$ cat src/rtl/shortest_path_engine_assert.svh
// Assertion macros for the shortest path engine.
`ifndef SHORTEST_PATH_ENGINE_ASSERT_SVH
`define SHORTEST_PATH_ENGINE_ASSERT_SVH
`ifndef SYNTH
`define SPE_ASSERT_IMP(lbl, ante, cons, msg) \
	lbl: assert property (@(posedge clk) disable iff (!arst_n) (ante) |-> (cons)) \
	else $error(msg);
`define SPE_ASSERT_NXT(lbl, ante, cons, msg) \
	lbl: assert property (@(posedge clk) disable iff (!arst_n) (ante) |=> (cons)) \
	else $error(msg);
`else
`define SPE_ASSERT_IMP(lbl, ante, cons, msg)
`define SPE_ASSERT_NXT(lbl, ante, cons, msg)
`endif
`endif

$ cat src/rtl/spe_pkg.sv
package spe_pkg;

	localparam logic [1:0] CMD_ADD   = 2'd0;
	localparam logic [1:0] CMD_QUERY = 2'd1;
	localparam logic [1:0] CMD_CLEAR = 2'd2;

	localparam logic [25:0] DIST_MAX = 26'h3FFFFFF;

	typedef enum logic [3:0] {
		ST_IDLE,
		ST_INIT,
		ST_SCAN,
		ST_VISIT,
		ST_EDGE_RD,
		ST_EDGE_CHK,
		ST_RELAX,
		ST_FIN,
		ST_FIN_WAIT
	} state_t;

	typedef struct packed {
		logic add_edge;
		logic clr_store;
		logic q_start;
		logic init_src;
		logic scan_clr;
		logic scan_step;
		logic visit;
		logic edge_rd;
		logic edge_chk;
		logic relax;
		logic fin_rd;
		logic res_load;
	} ctrl_t;

	typedef struct packed {
		logic in_range;
		logic scan_end;
		logic best_valid;
		logic edge_end;
		logic out_free;
	} stat_t;

endpackage

$ cat src/rtl/spe_ctrl.sv
`include "shortest_path_engine_assert.svh"
module spe_ctrl (
	input  logic           clk,
	input  logic           arst_n,
	input  logic           s_tvalid,
	input  logic [1:0]     s_tuser,
	output logic           s_tready,
	input  spe_pkg::stat_t stat,
	output spe_pkg::ctrl_t ctrl
);

	spe_pkg::state_t state_q, state_d;

	always_ff @(posedge clk or negedge arst_n) begin
		if (!arst_n) begin
			state_q <= spe_pkg::ST_IDLE;
		end else begin
			state_q <= state_d;
		end
	end

	always_comb begin
		state_d = state_q;
		unique case (state_q)
			spe_pkg::ST_IDLE: begin
				if (s_tvalid && s_tuser == spe_pkg::CMD_QUERY) begin
					state_d = stat.in_range ? spe_pkg::ST_INIT : spe_pkg::ST_FIN;
				end
			end
			spe_pkg::ST_INIT:     state_d = spe_pkg::ST_SCAN;
			spe_pkg::ST_SCAN: begin
				if (stat.scan_end) begin
					state_d = stat.best_valid ? spe_pkg::ST_VISIT : spe_pkg::ST_FIN;
				end
			end
			spe_pkg::ST_VISIT:    state_d = spe_pkg::ST_EDGE_RD;
			spe_pkg::ST_EDGE_RD: begin
				state_d = stat.edge_end ? spe_pkg::ST_SCAN : spe_pkg::ST_EDGE_CHK;
			end
			spe_pkg::ST_EDGE_CHK: state_d = spe_pkg::ST_RELAX;
			spe_pkg::ST_RELAX:    state_d = spe_pkg::ST_EDGE_RD;
			spe_pkg::ST_FIN:      state_d = spe_pkg::ST_FIN_WAIT;
			spe_pkg::ST_FIN_WAIT: begin
				if (stat.out_free) begin
					state_d = spe_pkg::ST_IDLE;
				end
			end
			default:              state_d = spe_pkg::ST_IDLE;
		endcase
	end

	always_comb begin
		ctrl = '0;
		s_tready = 1'b0;
		unique case (state_q)
			spe_pkg::ST_IDLE: begin
				s_tready = 1'b1;
				if (s_tvalid) begin
					unique case (s_tuser)
						spe_pkg::CMD_ADD:   ctrl.add_edge = 1'b1;
						spe_pkg::CMD_QUERY: ctrl.q_start = 1'b1;
						spe_pkg::CMD_CLEAR: ctrl.clr_store = 1'b1;
						default: ;
					endcase
				end
			end
			spe_pkg::ST_INIT: begin
				ctrl.init_src = 1'b1;
				ctrl.scan_clr = 1'b1;
			end
			spe_pkg::ST_SCAN:     ctrl.scan_step = 1'b1;
			spe_pkg::ST_VISIT:    ctrl.visit = 1'b1;
			spe_pkg::ST_EDGE_RD: begin
				if (stat.edge_end) begin
					ctrl.scan_clr = 1'b1;
				end else begin
					ctrl.edge_rd = 1'b1;
				end
			end
			spe_pkg::ST_EDGE_CHK: ctrl.edge_chk = 1'b1;
			spe_pkg::ST_RELAX:    ctrl.relax = 1'b1;
			spe_pkg::ST_FIN:      ctrl.fin_rd = 1'b1;
			spe_pkg::ST_FIN_WAIT: ctrl.res_load = stat.out_free;
			default: ;
		endcase
	end

	`SPE_ASSERT_IMP(a_load_free, ctrl.res_load, stat.out_free, "result loaded over a pending one")
	`SPE_ASSERT_NXT(a_start_leaves_idle, ctrl.q_start, state_q != spe_pkg::ST_IDLE, "query did not start")
	`SPE_ASSERT_IMP(a_no_accept_busy, state_q != spe_pkg::ST_IDLE, !s_tready, "item taken while busy")

endmodule

$ cat config.mk
export PLATFORM = sky130hd
export DESIGN_NAME = spe_ctrl
export DESIGN_NICKNAME = d
export VERILOG_FILES = /design/src/rtl/spe_pkg.sv /design/src/rtl/spe_ctrl.sv
export VERILOG_INCLUDE_DIRS = /design/src /design/src/rtl
export SDC_FILE = /design/constraint.sdc
export NUM_CORES = 1
export LEC_CHECK = 0
export BUFFER_PORTS_ARGS = -buffer_cell sky130_fd_sc_hd__buf_2
export CORE_AREA = 2 2 39 41
export CTS_BUF_LIST = sky130_fd_sc_hd__clkbuf_8
export CTS_CLUSTER_SIZE = 8
export DETAILED_ROUTE_END_ITERATION = 10
export DIE_AREA = 0 0 41 43
export PLACE_DENSITY_LB_ADDON = 0.12
export SYNTH_ARGS = -nofsm -noshare
export SYNTH_HDL_FRONTEND = slang
export SYNTH_SLANG_ARGS = --single-unit
$ cat constraint.sdc
create_clock -name clk -period 2.5 [get_ports clk]
set_clock_uncertainty 0.15 [all_clocks]
set_input_delay 0.5 -clock clk [delete_from_list [all_inputs] [get_ports clk]]
set_output_delay 0.5 -clock clk [all_outputs]
set_load 0.02 [all_outputs]
# Word-level counts from Yosys, hierarchy flattened
# Index checks and enable logic that the tools add are counted.
[op_classes] eq_ne=13 muxes=24 n_reduce_logical=5
[ops] operator="$pmux W4 S8" count=1
[ops] operator="$eq A4 B3 Y1 const B" count=4
[ops] operator="$mux W3" count=5
[ops] operator="$mux W1" count=14
[ops] operator="$mux W4" count=3
[ops] operator="$eq A4 B2 Y1 const B" count=2
[ops] operator="$ne A2 B2 Y1 const B" count=3
[ops] operator="$eq A4 B1 Y1 const B" count=1
[ops] operator="$eq A4 B4 Y1 const B" count=1
[ops] operator="$logic_not A4 Y1" count=1
[ops] operator="$reduce_and A3 Y1" count=1
[ops] operator="$eq A2 B1 Y1 const B" count=1
[ops] operator="$eq A2 B2 Y1 const B" count=1
[ops] operator="$logic_not A2 Y1" count=1
[ops] operator="$pmux W1 S2" count=1
[ops] operator="$reduce_or A2 Y1" count=1
[ops] operator="$logic_and A1 B1 Y1" count=1
[word_totals] reg_bits=4 word_cells=43

# Longest topological paths before layout
[logic_depth] ltp_word=4 ltp_mapped=4

# Worst setup path after synthesis
# Ideal clock, no wire load.
[synth_path] path_type="reg2out" from="reg state_q[0]" to="out ctrl[9] (netlist name)" arrival_time_ps=1449 t_required_ps=1850 slack_ps=401 stages_incl_launch_ff=3 path_buffers=0 cell_sequence="dfrtp_1 -> nor4_2 -> and4b_1"
[synth_lines] item="start: declaration" line="spe_ctrl.sv:12" rtl="spe_pkg::state_t state_q, state_d;"
[synth_lines] item="start signal: assignment" line="spe_ctrl.sv:16" rtl="state_q <= spe_pkg::ST_IDLE;"
[synth_lines] item="start signal: assignment" line="spe_ctrl.sv:18" rtl="state_q <= state_d;"
[synth_lines] item="end: declaration" line="spe_ctrl.sv:9" rtl="output spe_pkg::ctrl_t ctrl"

==> impl_metrics.ini <==
[status]
status = finished clean

[critical_path]
end_kind = primary output
slowest_delay_ns = 0.53
startpoint_type = flip-flop
crit_required_ns = 1.85
crit_type = flip-flop to primary output
critPathTopFamily = simple AND/OR/NAND/NOR gates
critPathSlowestCell = dfrtp_1
critPathMaxFanout = 15
cp.arrival_ns = 1.62
path_cells = nor4_2 > and4b_1 > buf_2
worst-path-buf-inv = 1

[cts]
clk_pin_slew_ns = 0.03
post_cts_resized = 0
numCtsBuffers = 3
cts_buffer_depth = 2
cts_tree = done
cts_root_buf = clkbuf_8
clk_latency_ns = 0.21
htreeDepth = 1
cts.sinks = 4

[logic_synthesis]
synth-simple-area-share_pct = 42.77
synth_compound_area_share_pct = 17.54
avgSynthCellArea_um2 = 8.840
synth-seq-cells = 4
netlist_area_um2 = 406.6
syn_nets = 56
yosys_warnings = 0
synth_cell_types = 29
synth_top_family_by_area = simple AND/OR/NAND/NOR gates
synthMuxAreaShare_pct = 5.538
seq_area_frac_synth_pct = 24.62
synthCells = 46
synth-adder-area-share_pct = 0
synth_xor_area_share_pct = 0

[placed_design]
place_hpwl_um = 675
dpl_worst_slack_ns = 0.4486
place.gp.congestion = 0.6936
numPortBuffers = 22

[detailed_routing]
drtPass1Iterations = 4
drc = 0
vias_per_cell = 4.952
vias = 416
wire_per_inst_um = 10.89
wl_um = 915
ant_nets = 0
dr.first_iter.drc_count = 4

[floorplanning]
die_h_um = 43
rows = 14
die_area_mm2 = 0.001763
core_mm2 = 0.001384
pin_count = 23
dieWidth_um = 41
start_util_pct = 29.39

[timing]
drv_slew = 0
worst_slack_ns = 0.2294
setup_tns_ns = 0
worst_pin_slew_ns = 0.4755
max_freq_ghz = 0.4404
finalSetupViolations = 0
max_slew_margin_pct = 68.30
fin_crit_ns = 2.271
layout_worst_path_cycle_share_pct = 90.83
grt_setup_unrepaired = no
finalHoldViolations = 0
hold_ws_ns = 0.3363

[grt]
grt_pass1_wl_mm = 1.393
grt_util_all_layers_pct = 11.31
grt_max_degree = 17
grt_pass1_vias = 356
grt_overflow = 0
antenna_found_initial = 0

[pwr]
p_per_area_mw_per_mm2 = 1254
p_leak_nw = 0.2832
finalPower_w = 0.0006982
ir_drop_mv = 0.4782

[finish]
post-route-util_pct = 40.24
top_regs = state_q: 4 flops
num_antenna_cells = 0
regArea_um2 = 100.1
multi_input_area_um2 = 267.8
drive_above_1_share_pct = 47.06
fillers = 149
largest_reg_flops = 4
syn2layout_area_growth_pct = 36.92
largest-register = state_q
nets = 80

[flow_run]
max_cap_violations = 0

[hold_path]
hold_class = input port to flip-flop
repair_timing:
action / in CTS / in global routing
hold endpoints to repair: 4 / 0
setup buffers: 0 / 0
hold buffers: 1 / 0
cell usage in the layout, fill, tap and decap left out:
cell type / netlist / layout
a211o_1: 2 / 2
a21oi_1: 2 / 2
and4b_1: 2 / 2
and4bb_1: 1 / 1
buf_2: 1 / 22
clkbuf_8: 0 / 3
dfrtp_1: 4 / 4
dlygate4sd3_1: 0 / 1
inv_1: 1 / 1
inv_2: 1 / 1
mux2_1: 1 / 1
mux2_2: 1 / 1
nand2_1: 3 / 3
nand2b_1: 2 / 2
nand3b_1: 1 / 1
nor2_1: 5 / 5
nor3_1: 3 / 3
nor3_2: 2 / 2
nor3b_1: 1 / 1
nor4_1: 1 / 1
nor4_2: 1 / 1
nor4b_1: 1 / 1
o21ai_1: 1 / 1
o221ai_1: 1 / 1
o22a_1: 1 / 1
o22ai_2: 1 / 1
o31a_1: 1 / 1
or4_1: 1 / 1
or4b_4: 1 / 1
stage by stage:
stage / cells / cell area, um2
finish: 84 / 556.8
global route: 84 / 556.8
CTS: 84 / 556.8
detailed placement: 80 / 505.5
global placement: 80 / 505.5
floorplan: 46 / 406.6
area by class of cell:
class                           instances  area share [%]
Multi-Input combinational cell         36           48.09
Sequential cell                         4           17.98
Timing Repair Buffer                   23           21.57
Clock buffer                            3           7.416
Inverter                                2           1.348
Tap cell                               16           3.596
worst paths after layout:
check	start	slack, ns	to	depth (start not counted)
max in group asynchronous	arst_n	1.62	state_q[2]	2
setup reg to reg	state_q[0]	0.89	state_q[1]	3
hold reg to reg	state_q[0]	0.61	state_q[0]	1
min in group asynchronous	arst_n	0.46	state_q[3]	2
hold / removal	stat[0]	0.34	state_q[3]	2
setup / recovery	state_q[0]	0.23	ctrl[9]	3
cell usage after synthesis:
library cell / number / area (um2)
nor4_1: 1 / 6.260
dfrtp_1: 4 / 100.1
o22a_1: 1 / 8.760
nor4_2: 1 / 12.51
a21oi_1: 2 / 10.01
mux2_1: 1 / 11.26
mux2_2: 1 / 11.26
or4_1: 1 / 7.510
and4bb_1: 1 / 12.51
buf_6: 1 / 11.26
buf_4: 2 / 15.01
o21ai_1: 1 / 5.000
nand2b_1: 2 / 12.51
nand3b_1: 1 / 7.510
buf_2: 1 / 5.000
o31a_1: 1 / 8.760
inv_2: 1 / 3.750
nor4b_1: 1 / 8.760
nor2_1: 5 / 18.77
nor3b_1: 1 / 7.510
or4b_4: 1 / 13.76
a211o_1: 2 / 17.52
nand2_1: 3 / 11.26
nor3_2: 2 / 20.02
o221ai_1: 1 / 8.760
inv_1: 1 / 3.750
o22ai_2: 1 / 12.51
nor3_1: 3 / 15.01
and4b_1: 2 / 20.02
report_power, final:
part / switching (W) / internal [W]
Clock: 0.0000296 / 0.000102
Combinational: 0.000205 / 0.000165
Sequential: 0.000103 / 0.0000933
Total: 0.000338 / 0.000361
metal layers:
metal | wire length, um | track usage, % | vias up
met2 | 432 | 15.63 | 9
met1 | 438 | 16.39 | 188
li1 | - | - | 219
met4 | 0 | 6.000 | 0
met3 | 44 | 1.571 | 0
met5 | 0 | 0 | -
logic make-up after synthesis:
group | count (synthesis)
DFF | 4
buffers and inverters | 6
and+or+nand+nor | 25
AOI/OAI and AO/OA | 9
muxes | 2
Power figures use the tool's default switching activity.
